$ cat src/hw/rtl/shell_command_line_tokenizer_top_assert.svh
// ----------------------------------------------------------------------------
// Tokenizer assertion macros
// Shared concurrent assertion forms used by the tokenizer top level.
// ----------------------------------------------------------------------------
`ifndef SHELL_COMMAND_LINE_TOKENIZER_TOP_ASSERT_SVH
`define SHELL_COMMAND_LINE_TOKENIZER_TOP_ASSERT_SVH

// Same-cycle implication, disabled while reset is low.
`define TKZ_ASSERT_NOW(lbl, clk, rst_n, ante, cons) \
    lbl: assert property (@(posedge clk) disable iff (!(rst_n)) (ante) |-> (cons)) \
        else $error("tokenizer check failed");

// Next-cycle implication, disabled while reset is low.
`define TKZ_ASSERT_NEXT(lbl, clk, rst_n, ante, cons) \
    lbl: assert property (@(posedge clk) disable iff (!(rst_n)) (ante) |=> (cons)) \
        else $error("tokenizer check failed");

`endif

$ cat src/hw/rtl/tkz_pkg.sv
// ----------------------------------------------------------------------------
// Tokenizer package
// Lexer state codes, result kinds, character constants and helpers.
// ----------------------------------------------------------------------------
package tkz_pkg;

    localparam int MAX_RES = 3;

    // Lexer states, one-hot.
    typedef enum logic [9:0] {
        LX_TEXT    = 10'b00_0000_0001,
        LX_ESC     = 10'b00_0000_0010,
        LX_SQ      = 10'b00_0000_0100,
        LX_DQ      = 10'b00_0000_1000,
        LX_VAR     = 10'b00_0001_0000,
        LX_VNAME   = 10'b00_0010_0000,
        LX_VBRACE  = 10'b00_0100_0000,
        LX_QVAR    = 10'b00_1000_0000,
        LX_QVNAME  = 10'b01_0000_0000,
        LX_QVBRACE = 10'b10_0000_0000
    } t_lex;

    typedef enum logic [2:0] {
        K_LIT  = 3'd0,
        K_VBYTE = 3'd1,
        K_VEND = 3'd2,
        K_AEND = 3'd3,
        K_DONE = 3'd4,
        K_MORE = 3'd5
    } t_kind;

    typedef struct packed {
        t_kind      kind;
        logic [7:0] byte_out;
        logic [9:0] arg_total;
    } t_result;

    typedef t_result [MAX_RES-1:0] t_res_vec;

    localparam logic [7:0] CH_NUL    = 8'h00;
    localparam logic [7:0] CH_TAB    = 8'h09;
    localparam logic [7:0] CH_LF     = 8'h0A;
    localparam logic [7:0] CH_CR     = 8'h0D;
    localparam logic [7:0] CH_SPACE  = 8'h20;
    localparam logic [7:0] CH_DQUOTE = 8'h22;
    localparam logic [7:0] CH_DOLLAR = 8'h24;
    localparam logic [7:0] CH_SQUOTE = 8'h27;
    localparam logic [7:0] CH_DIG_0  = 8'h30;
    localparam logic [7:0] CH_DIG_9  = 8'h39;
    localparam logic [7:0] CH_UP_A   = 8'h41;
    localparam logic [7:0] CH_UP_Z   = 8'h5A;
    localparam logic [7:0] CH_BSLASH = 8'h5C;
    localparam logic [7:0] CH_UNDER  = 8'h5F;
    localparam logic [7:0] CH_LO_A   = 8'h61;
    localparam logic [7:0] CH_LO_Z   = 8'h7A;
    localparam logic [7:0] CH_LBRACE = 8'h7B;
    localparam logic [7:0] CH_RBRACE = 8'h7D;

    function automatic logic is_blank(input logic [7:0] c);
        return c inside {CH_SPACE, CH_TAB, CH_LF, CH_CR};
    endfunction

    function automatic logic is_name_char(input logic [7:0] c);
        return c inside {[CH_LO_A:CH_LO_Z], [CH_UP_A:CH_UP_Z], [CH_DIG_0:CH_DIG_9], CH_UNDER};
    endfunction

    function automatic logic in_name(input t_lex s);
        return s inside {LX_VNAME, LX_VBRACE, LX_QVNAME, LX_QVBRACE};
    endfunction

    function automatic t_result mk_result(input t_kind k, input logic [7:0] b,
                                          input logic [9:0] total);
        t_result r;
        r.kind      = k;
        r.byte_out  = b;
        r.arg_total = total;
        return r;
    endfunction

endpackage

$ cat src/hw/rtl/tkz_step.sv
// ----------------------------------------------------------------------------
// Tokenizer step logic
// Computes the next lexer state, argument flags and the result list for one
// transaction from the current state.
// ----------------------------------------------------------------------------
module tkz_step #(
    parameter int MAX_ARGS = 512,
    parameter int CNT_W    = 10
) (
    input  tkz_pkg::t_lex     i_lex,
    input  logic              i_arg_open,
    input  logic [CNT_W-1:0]  i_count,
    input  logic              i_cont,
    input  logic              i_cmd,
    input  logic [7:0]        i_ch,
    output tkz_pkg::t_lex     o_lex,
    output logic              o_arg_open,
    output logic [CNT_W-1:0]  o_count,
    output tkz_pkg::t_res_vec o_res,
    output logic [1:0]        o_cnt
);

    localparam logic [CNT_W-1:0] MAX_CNT = CNT_W'(MAX_ARGS);

    function automatic logic [9:0] to_total(input logic [CNT_W-1:0] c);
        logic [CNT_W+9:0] wide;
        wide = {10'd0, c};
        return wide[9:0];
    endfunction

    tkz_pkg::t_lex w_nx;
    logic [7:0]    w_keep;
    logic          w_pending;

    // Character-level transition of the lexer.
    always_comb begin
        w_keep = i_ch;
        w_nx   = i_lex;
        case (i_lex)
            tkz_pkg::LX_ESC: begin
                w_nx = tkz_pkg::LX_TEXT;
            end
            tkz_pkg::LX_SQ: begin
                if (i_ch == tkz_pkg::CH_SQUOTE) begin
                    w_keep = tkz_pkg::CH_NUL;
                    w_nx   = tkz_pkg::LX_TEXT;
                end
            end
            tkz_pkg::LX_DQ: begin
                if (i_ch == tkz_pkg::CH_DQUOTE) begin
                    w_keep = tkz_pkg::CH_NUL;
                    w_nx   = tkz_pkg::LX_TEXT;
                end else if (i_ch == tkz_pkg::CH_DOLLAR) begin
                    w_keep = tkz_pkg::CH_NUL;
                    w_nx   = tkz_pkg::LX_QVAR;
                end
            end
            tkz_pkg::LX_VAR: begin
                if (i_ch == tkz_pkg::CH_LBRACE) begin
                    w_keep = tkz_pkg::CH_NUL;
                    w_nx   = tkz_pkg::LX_VBRACE;
                end else begin
                    w_nx = tkz_pkg::LX_VNAME;
                end
            end
            tkz_pkg::LX_VNAME: begin
                w_nx = tkz_pkg::is_name_char(i_ch) ? tkz_pkg::LX_VNAME : tkz_pkg::LX_TEXT;
            end
            tkz_pkg::LX_VBRACE: begin
                if (i_ch == tkz_pkg::CH_RBRACE) begin
                    w_keep = tkz_pkg::CH_NUL;
                    w_nx   = tkz_pkg::LX_TEXT;
                end
            end
            tkz_pkg::LX_QVAR: begin
                if (i_ch == tkz_pkg::CH_LBRACE) begin
                    w_keep = tkz_pkg::CH_NUL;
                    w_nx   = tkz_pkg::LX_QVBRACE;
                end else begin
                    w_nx = tkz_pkg::LX_QVNAME;
                end
            end
            tkz_pkg::LX_QVNAME: begin
                if (i_ch == tkz_pkg::CH_DQUOTE) begin
                    w_keep = tkz_pkg::CH_NUL;
                    w_nx   = tkz_pkg::LX_TEXT;
                end else if (!tkz_pkg::is_name_char(i_ch)) begin
                    w_nx = tkz_pkg::LX_DQ;
                end
            end
            tkz_pkg::LX_QVBRACE: begin
                if (i_ch == tkz_pkg::CH_RBRACE) begin
                    w_keep = tkz_pkg::CH_NUL;
                    w_nx   = tkz_pkg::LX_DQ;
                end
            end
            default: begin
                w_nx = tkz_pkg::LX_TEXT;
                if (i_ch == tkz_pkg::CH_SQUOTE) begin
                    w_keep = tkz_pkg::CH_NUL;
                    w_nx   = tkz_pkg::LX_SQ;
                end else if (i_ch == tkz_pkg::CH_DQUOTE) begin
                    w_keep = tkz_pkg::CH_NUL;
                    w_nx   = tkz_pkg::LX_DQ;
                end else if (i_ch == tkz_pkg::CH_DOLLAR) begin
                    w_keep = tkz_pkg::CH_NUL;
                    w_nx   = tkz_pkg::LX_VAR;
                end else if (i_ch == tkz_pkg::CH_BSLASH) begin
                    w_keep = tkz_pkg::CH_NUL;
                    w_nx   = tkz_pkg::LX_ESC;
                end
            end
        endcase
    end

    // An unfinished quote, escape or bare dollar sign at line end.
    assign w_pending = i_lex inside {tkz_pkg::LX_ESC, tkz_pkg::LX_SQ, tkz_pkg::LX_DQ,
                                     tkz_pkg::LX_VAR, tkz_pkg::LX_QVAR};

    // Results are appended in order; at most three per transaction.
    always_comb begin
        o_res      = '0;
        o_cnt      = 2'd0;
        o_lex      = i_lex;
        o_arg_open = i_arg_open;
        o_count    = i_count;
        if (i_cmd) begin
            if (w_pending && i_cont) begin
                o_res[0] = tkz_pkg::mk_result(tkz_pkg::K_MORE, tkz_pkg::CH_NUL,
                                              to_total(o_count));
                o_cnt    = 2'd1;
            end else begin
                if (tkz_pkg::in_name(i_lex)) begin
                    o_arg_open   = 1'b1;
                    o_res[o_cnt] = tkz_pkg::mk_result(tkz_pkg::K_VEND, tkz_pkg::CH_NUL,
                                                      to_total(o_count));
                    o_cnt        = o_cnt + 2'd1;
                end
                if (o_arg_open) begin
                    o_arg_open = 1'b0;
                    if (o_count < MAX_CNT) begin
                        o_count = o_count + CNT_W'(1);
                    end
                    o_res[o_cnt] = tkz_pkg::mk_result(tkz_pkg::K_AEND, tkz_pkg::CH_NUL,
                                                      to_total(o_count));
                    o_cnt        = o_cnt + 2'd1;
                end
                o_res[o_cnt] = tkz_pkg::mk_result(tkz_pkg::K_DONE, tkz_pkg::CH_NUL,
                                                  to_total(o_count));
                o_cnt        = o_cnt + 2'd1;
                o_lex        = tkz_pkg::LX_TEXT;
                o_arg_open   = 1'b0;
                o_count      = '0;
            end
        end else if (i_ch != tkz_pkg::CH_NUL) begin
            if (tkz_pkg::in_name(i_lex) && !tkz_pkg::in_name(w_nx)) begin
                o_arg_open   = 1'b1;
                o_res[o_cnt] = tkz_pkg::mk_result(tkz_pkg::K_VEND, tkz_pkg::CH_NUL,
                                                  to_total(o_count));
                o_cnt        = o_cnt + 2'd1;
            end
            if (tkz_pkg::in_name(w_nx)) begin
                if (w_keep != tkz_pkg::CH_NUL) begin
                    o_res[o_cnt] = tkz_pkg::mk_result(tkz_pkg::K_VBYTE, w_keep,
                                                      to_total(o_count));
                    o_cnt        = o_cnt + 2'd1;
                end
            end else if (w_nx == tkz_pkg::LX_TEXT && i_lex != tkz_pkg::LX_ESC &&
                         tkz_pkg::is_blank(w_keep)) begin
                if (o_arg_open) begin
                    o_arg_open = 1'b0;
                    if (o_count < MAX_CNT) begin
                        o_count = o_count + CNT_W'(1);
                    end
                    o_res[o_cnt] = tkz_pkg::mk_result(tkz_pkg::K_AEND, tkz_pkg::CH_NUL,
                                                      to_total(o_count));
                    o_cnt        = o_cnt + 2'd1;
                end
            end else if (w_keep != tkz_pkg::CH_NUL) begin
                o_arg_open   = 1'b1;
                o_res[o_cnt] = tkz_pkg::mk_result(tkz_pkg::K_LIT, w_keep,
                                                  to_total(o_count));
                o_cnt        = o_cnt + 2'd1;
            end
            o_lex = w_nx;
        end
    end

endmodule

$ cat src/hw/rtl/tkz_outq.sv
// ----------------------------------------------------------------------------
// Tokenizer result register
// Holds the results of one transaction and presents them one per cycle while the receiver is ready.
// ----------------------------------------------------------------------------
module tkz_outq (
    input  logic              i_clk,
    input  logic              i_rst_n,
    input  logic              i_load,
    input  tkz_pkg::t_res_vec i_res,
    input  logic [1:0]        i_cnt,
    input  logic              i_ready,
    output logic              o_free,
    output logic              o_valid,
    output tkz_pkg::t_result  o_result,
    output logic              o_last
);

    logic              r_valid;
    logic [1:0]        r_idx;
    logic [1:0]        r_cnt;
    tkz_pkg::t_res_vec r_res;

    assign o_last   = (r_idx == r_cnt - 2'd1);
    assign o_valid  = r_valid;
    assign o_result = r_res[r_idx];
    assign o_free   = !r_valid || (i_ready && o_last);

    always_ff @(posedge i_clk) begin
        if (!i_rst_n) begin
            r_valid <= 1'b0;
            r_idx   <= 2'd0;
            r_cnt   <= 2'd1;
        end else if (i_load) begin
            r_valid <= 1'b1;
            r_idx   <= 2'd0;
            r_cnt   <= i_cnt;
        end else if (r_valid && i_ready) begin
            if (o_last) begin
                r_valid <= 1'b0;
            end else begin
                r_idx <= r_idx + 2'd1;
            end
        end
    end

    always_ff @(posedge i_clk) begin
        if (i_load) begin
            r_res <= i_res;
        end
    end

endmodule

$ cat src/hw/rtl/shell_command_line_tokenizer_top.sv
// ----------------------------------------------------------------------------
// Shell command-line tokenizer
// Lexes command-line bytes with quotes, escapes and variable references.
// ----------------------------------------------------------------------------
// Usage: each input transaction on the s_axis side carries one byte (tuser 0)
// or an end-of-line mark (tuser 1). Each produces zero to three result
// transactions on the m_axis side: literal bytes, variable-name bytes,
// variable-end and argument-end marks, command done, or a request for more
// input. tlast marks the final result caused by one input transaction.
// An input transaction is captured in an input register; the lexer step logic
// computes its results from there, and they are loaded into the result
// register once it is free, from which the first result is presented.
// Throughput is one input transaction per cycle while the receiver is ready
// and each causes at most one result; a transaction with more results holds
// the result register until all are taken, which then sets the rate. Zero
// bytes cause no result and pass without touching the result register.
// Reset returns the lexer to plain text, clears the argument count and sets
// continuation on. When the receiver stalls, results hold in the result
// register, the input register fills and then s_axis_tready drops.
// ----------------------------------------------------------------------------
module shell_command_line_tokenizer_top #(
    parameter int MAX_ARGS = 512
) (
    input  logic        i_clk,
    input  logic        i_rst_n,
    // Configuration: continuation_enabled.
    input  logic        i_cfg_we,
    input  logic        i_cfg_wdata,
    // Input stream.
    input  logic        s_axis_tvalid,
    output logic        s_axis_tready,
    input  logic [7:0]  s_axis_tdata,   // [7:0] ch
    input  logic        s_axis_tuser,   // [0] cmd
    // Output stream.
    output logic        m_axis_tvalid,
    input  logic        m_axis_tready,
    output logic [23:0] m_axis_tdata,   // [7:0] byte_out, [17:8] arg_total, rest zero
    output logic [2:0]  m_axis_tuser,   // [2:0] kind
    output logic        m_axis_tlast
);

    localparam int CNT_W = $clog2(MAX_ARGS + 1);

    // Input register.
    logic       r_in_valid;
    logic       r_in_cmd;
    logic [7:0] r_in_ch;

    // Lexer state and configuration.
    tkz_pkg::t_lex    r_lex;
    logic             r_arg_open;
    logic [CNT_W-1:0] r_count;
    logic             r_cont;

    tkz_pkg::t_lex     n_lex;
    logic              n_arg_open;
    logic [CNT_W-1:0]  n_count;
    tkz_pkg::t_res_vec w_res;
    logic [1:0]        w_cnt;
    logic              w_free;
    logic              w_adv;
    logic              w_load;
    tkz_pkg::t_result  w_out;

    // The held transaction advances once its results fit in the result
    // register; a transaction without results advances at once.
    assign w_adv         = r_in_valid && (w_cnt == 2'd0 || w_free);
    assign w_load        = r_in_valid && w_cnt != 2'd0 && w_free;
    assign s_axis_tready = !r_in_valid || w_adv;

    always_ff @(posedge i_clk) begin
        if (!i_rst_n) begin
            r_in_valid <= 1'b0;
        end else if (s_axis_tready) begin
            r_in_valid <= s_axis_tvalid;
        end
    end

    always_ff @(posedge i_clk) begin
        if (s_axis_tready && s_axis_tvalid) begin
            r_in_cmd <= s_axis_tuser;
            r_in_ch  <= s_axis_tdata;
        end
    end

    // State advances together with the transaction that changes it.
    always_ff @(posedge i_clk) begin
        if (!i_rst_n) begin
            r_lex      <= tkz_pkg::LX_TEXT;
            r_arg_open <= 1'b0;
            r_count    <= '0;
        end else if (w_adv) begin
            r_lex      <= n_lex;
            r_arg_open <= n_arg_open;
            r_count    <= n_count;
        end
    end

    always_ff @(posedge i_clk) begin
        if (!i_rst_n) begin
            r_cont <= 1'b1;
        end else if (i_cfg_we) begin
            r_cont <= i_cfg_wdata;
        end
    end

    tkz_step #(
        .MAX_ARGS (MAX_ARGS),
        .CNT_W    (CNT_W)
    ) u_step (
        .i_lex      (r_lex),
        .i_arg_open (r_arg_open),
        .i_count    (r_count),
        .i_cont     (r_cont),
        .i_cmd      (r_in_cmd),
        .i_ch       (r_in_ch),
        .o_lex      (n_lex),
        .o_arg_open (n_arg_open),
        .o_count    (n_count),
        .o_res      (w_res),
        .o_cnt      (w_cnt)
    );

    tkz_outq u_outq (
        .i_clk    (i_clk),
        .i_rst_n  (i_rst_n),
        .i_load   (w_load),
        .i_res    (w_res),
        .i_cnt    (w_cnt),
        .i_ready  (m_axis_tready),
        .o_free   (w_free),
        .o_valid  (m_axis_tvalid),
        .o_result (w_out),
        .o_last   (m_axis_tlast)
    );

    assign m_axis_tdata = {6'd0, w_out.arg_total, w_out.byte_out};
    assign m_axis_tuser = w_out.kind;

    // ------------------------------------------------------------------------
    // Assertions
    // ------------------------------------------------------------------------
`include "shell_command_line_tokenizer_top_assert.svh"

    // A taken result that is not the final one is followed by another.
    `TKZ_ASSERT_NEXT(a_run_continues, i_clk, i_rst_n,
        m_axis_tvalid && m_axis_tready && !m_axis_tlast, m_axis_tvalid)

    // Command done always closes the results of its transaction.
    `TKZ_ASSERT_NOW(a_done_is_last, i_clk, i_rst_n,
        m_axis_tvalid && m_axis_tuser == tkz_pkg::K_DONE, m_axis_tlast)

    // A request for more input stands alone.
    `TKZ_ASSERT_NOW(a_more_alone, i_clk, i_rst_n,
        w_load && w_res[0].kind == tkz_pkg::K_MORE, w_cnt == 2'd1)

    // A finished command leaves the lexer in its reset state.
    `TKZ_ASSERT_NEXT(a_done_clears, i_clk, i_rst_n,
        w_adv && r_in_cmd && w_res[0].kind != tkz_pkg::K_MORE,
        r_count == '0 && !r_arg_open && r_lex == tkz_pkg::LX_TEXT)

endmodule
$ cat config.mk
export PLATFORM = sky130hd
export DESIGN_NAME = shell_command_line_tokenizer_top
export DESIGN_NICKNAME = d
export VERILOG_FILES = /design/src/hw/rtl/tkz_pkg.sv /design/src/hw/rtl/tkz_step.sv /design/src/hw/rtl/tkz_outq.sv /design/src/hw/rtl/shell_command_line_tokenizer_top.sv
export VERILOG_INCLUDE_DIRS = /design/src /design/src/hw/rtl
export SDC_FILE = /design/constraint.sdc
export NUM_CORES = 1
export LEC_CHECK = 0
export BUFFER_PORTS_ARGS = -buffer_cell sky130_fd_sc_hd__buf_2
export CAP_MARGIN = 20
export CORE_ASPECT_RATIO = 2
export CORE_MARGIN = 2
export CORE_UTILIZATION = 57
export CTS_BUF_LIST = sky130_fd_sc_hd__clkbuf_2
export CTS_CLUSTER_SIZE = 16
export DETAILED_ROUTE_END_ITERATION = 6
export HOLD_SLACK_MARGIN = 0.15
export PLACE_DENSITY = 0.76
export SYNTH_ARGS = -nofsm -noshare
export SYNTH_HDL_FRONTEND = slang
export SYNTH_SLANG_ARGS = --single-unit
export TNS_END_PERCENT = 5
$ cat constraint.sdc
create_clock -name i_clk -period 12.8 [get_ports i_clk]
set_input_delay 2.56 -clock i_clk [delete_from_list [all_inputs] [get_ports i_clk]]
set_output_delay 2.56 -clock i_clk [all_outputs]
set_load 0.02 [all_outputs]
==> impl_metrics.csv, run 1 <==
group,metric,value,unit
setup_path,timing.critical_path.slowest_cell_delay,0.76,ns
floorplan,width_of_the_die,75.9,µm
setup_path,timing_worst_setup_path_type,"flop to output pin",
global_route,via_count_of_the_first_global_routing_pass,5070,
final_layout,area.sequential,2420,µm²
clock_network,cts.sink_count,90,
timing,setup_viol,0,
timing,layout_setup_ws,5.12,ns
setup_path,critical_path.most_common_cell,"nor2_1",
place,gpl.final_weighted_congestion,0.988,
synth,synth.largest_area_cell,"edfxtp_1",
synth,async_flop_share,0,%
routing,wirelength_routed,17300,µm
routing,route.antenna.remaining_nets,0,
setup_path,timing.critical_path.cells,"nor4_4 > and4_1 > nor2_1 > o41ai_1 > o31ai_2 > nor2_1 > a211oi_2 > o21ai_2 > mux2_2 > a21oi_1 > nand2_1 > buf_2",
floorplan,core_area,10100,µm²
setup_path,worst_setup_slack_for_register_to_register_paths,7.53,ns
setup_path,timing.critical_path.depth,12,
synth,netlist.area_leader.share,31.6,%
routing,route.detailed.vias_per_inst,6.53,
routing,num_vias,5112,
synth,post_synth_most_frequent_cells,"78 x nor2_1, 62 x edfxtp_1, 61 x nand2_1",
timing,setup-tns-final,0,ns
synth,synth.distinct_cells,89,
setup_path,worst_path_max_delay_cell,"o41ai_1",
final_layout,multi_input_comb_area,3150,µm²
floorplan,dieArea,11200,µm²
synth,postSynthRegisterBits,90,
synth,ys_warn_count,0,
global_route,grt.total_usage,31.3,%
floorplan,num_io_pins,45,
setup_path,crit_end,"s_axis_tready",
setup_path,type_of_origin_of_the_critical_path,"flop",
clock_network,ctsRootBufferMaster,"clkbuf_2",
setup_path,r2r_end,"r_count[6]$_SDFFE_PN0P_",
clock_network,number_of_gates_given_a_new_drive_strength_after_cts,0,
place,io_buffers,38,
floorplan,floorplan.rows,52,
setup_path,r2r-start,"r_lex[0]$_SDFFE_PN1P_",
global_route,antenna_found_initial,1,
timing,final_hold_viol_count,0,
clock_network,post-cts-setup-buffers,0,
clock_network,numCtsBuffers,9,
power,power_per_cell_area,87.5,nW/µm²
setup_path,worst_r2r_path_depth,12,
power,power.ir.vdd_worst,0.0542,mV
routing,route.detailed.drc,0,
timing,period_share,60.0,%
global_route,global_route.usage.met2,59.9,%
synth,synthesis.area,5890,µm²
run_status,run_status,"complete, no violations",
clock_network,tritoncts,"yes",
timing,finClkSkew,0.0334,ns
setup_path,timing.critical_path.buf_inv,1,
synth,syn_area_per_cell,9.20,µm²
timing,max_slew.worst_pin.slew,0.987,ns
synth,synth_edf_count,62,
synth,synth.yosys.seq_area_share,41.1,%
clock_network,cts-root-to-sink-buffers,2,
clock_network,insertion_delay,0.62,ns
setup_path,endpoint_kind,"output pin",
setup_path,crit_path_start,"r_lex[0]$_SDFFE_PN1P_",
routing,drtIter0Drc,431,
final_layout,design.final.nets,660,
timing,final_max_slew_viol_count,0,
global_route,grt_first_pass_wirelength,26800,µm
global_route,grt_start_max_net_pins,58,
timing,slew_headroom,33.9,%
timing,maxClockFrequency,130,MHz
final_layout,flow.area_growth_from_synthesis,3.97,%
global_route,global_route.usage.met1,29.0,%
floorplan,floorplan.die.height,148,µm
synth,ys_top_cells_by_area,"edfxtp_1 32%, dfxtp_1 9.5%, nor2_1 5.0%",
setup_path,critPathMaxFanout,20,
routing,drt_pre_antenna_iters,6,
power,static-leakage-power,2.16,nW
clock_network,hold_fix_buffers_at_cts,0,
setup_path,crit_family,"compound AO/OA/AOI/OAI gates",
synth,yosys.cell_count.top_type,"nor2_1",
final_layout,post_route_cells_drive_above_1_share,15.5,%
global_route,met3_use_gr,3.97,%
routing,avgRoutedWirePerCell,22.1,µm
final_layout,fill_cells,877,
floorplan,floorplan.initialDensity,58.4,%
clock_network,cts-htree-levels,3,
global_route,grt_overflow_total,0,
timing,rsz0062_at_grt,"false",
place,detailedPlace.worstSlack,5.92,ns
synth,synthesis.instances,641,
setup_path,worstPathRequired,10.24,ns
timing,finalCriticalPeriod,7.68,ns
synth,yosys_most_used_dff,"edfxtp_1",
place,post-dp-hpwl,12800,µm
clock_network,cts_clock_pin_slew_for_the_worst_setup_and_hold_paths,0.26,ns
setup_path,worst_ep_arrival_time,5.12,ns
global_route,gr-max-usage-layer,"met2",
timing,hold_ws,0.553,ns
run,timing.max_cap.violations,0,
min_path,holdCritPathClass,"flop to flop",
-- how the worst min path moves through the flow --
stage | start | endpoint | slack (ns) | cells past startpoint
after CTS | u_outq.r_cnt[0]$_SDFFE_PN1P_ | u_outq.r_cnt[0]$_SDFFE_PN1P_ | 0.56 | 2
after floorplan | r_cont$_SDFFE_PN1P_ | r_cont$_SDFFE_PN1P_ | 0.46 | 2
final | u_outq.r_cnt[0]$_SDFFE_PN1P_ | u_outq.r_cnt[0]$_SDFFE_PN1P_ | 0.55 | 2
after detailed placement | u_outq.r_cnt[0]$_SDFFE_PN1P_ | u_outq.r_cnt[0]$_SDFFE_PN1P_ | 0.51 | 2
after global routing | u_outq.r_cnt[1]$_SDFFE_PN0P_ | u_outq.r_cnt[1]$_SDFFE_PN0P_ | 0.59 | 1
after global placement | u_outq.r_cnt[0]$_SDFFE_PN1P_ | u_outq.r_cnt[0]$_SDFFE_PN1P_ | 0.50 | 2
-- registers in the layout, indices dropped and copies added (netlist names) --
name            count
r_cont              1
r_arg_open          1
u_outq.o_valid      1
u_outq.r_idx        2
r_in_valid          1
r_in_cmd            1
r_lex              10
u_outq.r_cnt        2
u_outq.r_res       53
r_in_ch             8
r_count            10
-- final cells by class --
class / count / share of cell area, %
repair buffers: 42 / 3.59
well taps: 135 / 2.76
multi-input cells: 488 / 51.4
diodes: 1 / 0.0408
clock inverters: 7 / 1.27
clock buffers: 9 / 0.735
flip-flops and latches: 90 / 39.5
inverters: 11 / 0.674
-- report_power, final --
group	switching [mW]	internal (mW)
Sequential	0.00744	0.319
Clock	0.110	0.0475
Combinational	0.0361	0.0153
-- stage by stage --
step / instances / area (µm²) / power (mW) / utilization, %
2_1_floorplan: 646 / 5910 / 0.369 / -
3_3_place_gp: 766 / 6000 / 0.383 / 59.5
3_5_place_dp: 766 / 6000 / 0.384 / 59.5
4_1_cts: 782 / 6130 / 0.536 / 60.7
5_1_grt: 783 / 6130 / 0.553 / 60.8
6_report: 783 / 6130 / 0.536 / 60.8
-- routing by layer --
layer / vias up / wire, µm / share of wire (%)
met3: 89 / 646 / 3.7
met4: 0 / 1380 / 8.0
li1: 2369 / - / -
met1: 2450 / 5660 / 33
met5: - / 0 / 0
met2: 204 / 9630 / 56
-- placed cells by master (no fill, tap or decap), types with 5 or more instances in the layout --
cell type,instances
nor2_1,78
edfxtp_1,62
nand2_1,61
o21ai_0,41
buf_2,38
a21oi_1,32
dfxtp_1,28
mux2i_1,25
nor3_1,20
nand3_1,16
xnor2_1,12
inv_1,10
nand2b_1,10
and3_1,10
nor4_1,9
nor2b_1,9
o22ai_1,9
a22o_1,9
clkbuf_2,9
nand4_1,7
a21o_1,7
xor2_1,6
a22oi_1,6
o21a_1,6
conb_1,6
or4_1,5
a211oi_2,5
-- worst min-delay path: stages, from the launching register on --
cell	delay, ns
dfxtp_1	0.42
mux2i_1	0.08
nand2_1	0.06
-- logic make-up after synthesis --
group,Yosys count,share of synthesized area [%]
AOI/OAI and AO/OA,169,21.1
xor gates and xnor gates,18,2.67
adders and majority gates,3,0.637
other,1,0.0636
muxes,27,4.63
and+or+nand+nor,265,23.9
DFF,90,41.1
buffers and inverters,68,5.90
(Power assumes the default switching activity.)
==> inputs of run 2 (changes only) <==
--- a/config.mk
+++ b/config.mk
@@ -15,7 +15,7 @@
 export CTS_CLUSTER_SIZE = 16
 export DETAILED_ROUTE_END_ITERATION = 6
 export HOLD_SLACK_MARGIN = 0.15
-export PLACE_DENSITY = 0.76
+export PLACE_DENSITY = 0.79
 export SYNTH_ARGS = -nofsm -noshare
 export SYNTH_HDL_FRONTEND = slang
 export SYNTH_SLANG_ARGS = --single-unit
==> constraint.sdc (replaced) <==
create_clock -name i_clk -period 6.8 [get_ports i_clk]
set_input_delay 1.36 -clock i_clk [delete_from_list [all_inputs] [get_ports i_clk]]
set_output_delay 1.36 -clock i_clk [all_outputs]
set_load 0.02 [all_outputs]
==> impl_metrics.csv, run 2 (same netlist as run 1, synthesis figures left out) <==
group,metric,value,unit
run_status,run_status,"complete, no violations",
timing,finalCriticalPeriod,6.32,ns
clock_network,hold_fix_buffers_at_cts,0,
final_layout,post_route_cells_drive_above_1_share,15.6,%
floorplan,core_area,10100,µm²
power,clock_power_share,28.4,%
clock_network,cts_clock_pin_slew_for_the_worst_setup_and_hold_paths,0.25,ns
final_layout,flow.area_growth_from_synthesis,4.03,%
power,p_comb_share,9.7,%
routing,wirelength_routed,17600,µm
setup_path,type_of_origin_of_the_critical_path,"flop",
routing,num_vias,5165,
run,timing.max_cap.violations,0,
clock_network,number_of_gates_given_a_new_drive_strength_after_cts,0,
routing,drtIter0Drc,512,
timing,period_share,92.9,%
timing,maxClockFrequency,158,MHz
setup_path,crit_family,"simple AND/OR/NAND/NOR gates",
setup_path,timing.critical_path.cells,"or3b_4 > or3_4 > a21oi_1 > nor3_1 > o31ai_2 > nand4_1 > or3_1 > ha_1 > nand2_1 > mux2_2 > a21oi_1 > nand2_1 > buf_2",
global_route,grt_overflow_total,0,
power,static-leakage-power,2.15,nW
routing,route.top_layer_used,"met4",
final_layout,regMostFlops,"u_outq.r_res",
clock_network,cts.sink_count,90,
timing,final_hold_viol_count,0,
power,power.ir.vdd_worst,0.111,mV
clock_network,numCtsBuffers,9,
final_layout,design.final.nets,661,
routing,dr_wl_met3,671,µm
floorplan,num_io_pins,45,
routing,route.antenna.remaining_nets,0,
routing,route.detailed.drc,0,
floorplan,dieArea,11200,µm²
timing,setup_viol,0,
clock_network,post-cts-setup-buffers,0,
global_route,grt_start_max_net_pins,58,
power,power_per_cell_area,162,nW/µm²
routing,drt_pre_antenna_iters,5,
floorplan,floorplan.die.height,148,µm
power,finalPower,0.995,mW
final_layout,layout.cells.most_common_list,"78 x nor2_1, 62 x edfxtp_1, 61 x nand2_1",
setup_path,timing_worst_setup_path_type,"flop to output pin",
routing,wl_met1,5610,µm
setup_path,endpoint_kind,"output pin",
floorplan,floorplan.initialDensity,58.4,%
clock_network,cts-root-to-sink-buffers,2,
place,post-dp-hpwl,13100,µm
power,power_frac_seq,61.8,%
global_route,via_count_of_the_first_global_routing_pass,5014,
final_layout,layout_commonest_cell,"nor2_1",
timing,rsz0062_at_grt,"false",
timing,slew_headroom,33.4,%
place,postPlaceCellArea,6010,µm²
global_route,grt_first_pass_wirelength,27000,µm
routing,route.detailed.vias_per_inst,6.59,
timing,final_max_slew_viol_count,0,
floorplan,floorplan.rows,52,
clock_network,insertion_delay,0.58,ns
final_layout,layout.cell_area.non_filler,6130,µm²
routing,wl_met2,10000,µm
setup_path,worst_ep_arrival_time,4.96,ns
place,io_buffers,38,
timing,finClkSkew,0.0226,ns
place,gpl.final_weighted_congestion,0.997,
routing,avgRoutedWirePerCell,22.4,µm
global_route,grt.total_usage,31.4,%
setup_path,timing.critical_path.slowest_cell_delay,0.58,ns
setup_path,worstPathRequired,5.44,ns
timing,max_slew.worst_pin.slew,0.995,ns
setup_path,timing.critical_path.buf_inv,1,
power,switching_share,27.7,%
clock_network,ctsRootBufferMaster,"clkbuf_2",
global_route,antenna_found_initial,1,
clock_network,tritoncts,"yes",
setup_path,critPathMaxFanout,10,
clock_network,cts-htree-levels,3,
setup_path,worst_path_max_delay_cell,"edfxtp_1",
min_path,holdCritPathClass,"flop to flop",
final_layout,largest_reg_flops,53,
timing,setup-tns-final,0,ns
floorplan,width_of_the_die,75.9,µm
power,net_switching,0.276,mW
power,cellInternalPower,0.720,mW
final_layout,reg_top3,"u_outq.r_res: 53 flops, r_count: 10 flops, r_lex: 10 flops",
==> run 2: final cells by class <==
type	instances	area (µm²)
diodes	1	2.50
clock buffers	11	55.1
clock inverters	5	63.8
fillers	881	3950
inverters	11	41.3
multi-input cells	488	3150
flip-flops and latches	90	2420
well taps	135	169
repair buffers	43	228
==> run 2: final timing paths <==
| path | start | to | slack [ns] | cells after the start |
|---|---|---|---|---|
| hold / removal | u_outq.r_cnt[0]$_SDFFE_PN1P_ | u_outq.r_cnt[0]$_SDFFE_PN1P_ | 0.55 | 2 |
| hold reg to reg | u_outq.r_cnt[0]$_SDFFE_PN1P_ | u_outq.r_cnt[0]$_SDFFE_PN1P_ | 0.55 | 2 |
| setup reg to reg | r_in_ch[7]$_DFFE_PP_ | r_count[8]$_SDFFE_PN0P_ | 1.64 | 13 |
| setup / recovery | r_in_ch[7]$_DFFE_PP_ | s_axis_tready | 0.48 | 13 |
==> run 2: power by group through the flow <==
stage	Clock [mW]	Combinational [mW]	Sequential, mW
2_1_floorplan	0	0.0761	0.619
3_3_place_gp	0	0.0945	0.626
3_5_place_dp	0	0.0954	0.626
4_1_cts	0.285	0.0958	0.615
5_1_grt	0.305	0.104	0.617
6_report	0.283	0.0971	0.615
==> run 2: per-layer routing <==
| layer | global-route usage (%) | vias up |
|---|---|---|
| met1 | 29.1 | 2465 |
| met3 | 3.48 | 88 |
| met4 | 20.3 | 0 |
| met2 | 63.0 | 236 |
| li1 | - | 2376 |
| met5 | 0 | - |
==> run 2: through the flow <==
stage               instances  worst slack, ns  hold slack [ns]  util (%)
global placement          767             1.19            0.497      59.6
finish                    784            0.483            0.554      60.8
CTS                       783            0.484            0.557      60.8
global route              784            0.168            0.574      60.8
floorplan                 646            0.659            0.464         -
detailed placement        767             1.17            0.504      59.6
==> run 2: worst min-delay path, stage by stage, from the launching register on <==
cell	delay, ns
dfxtp_1	0.42
mux2i_1	0.08
nand2_1	0.05
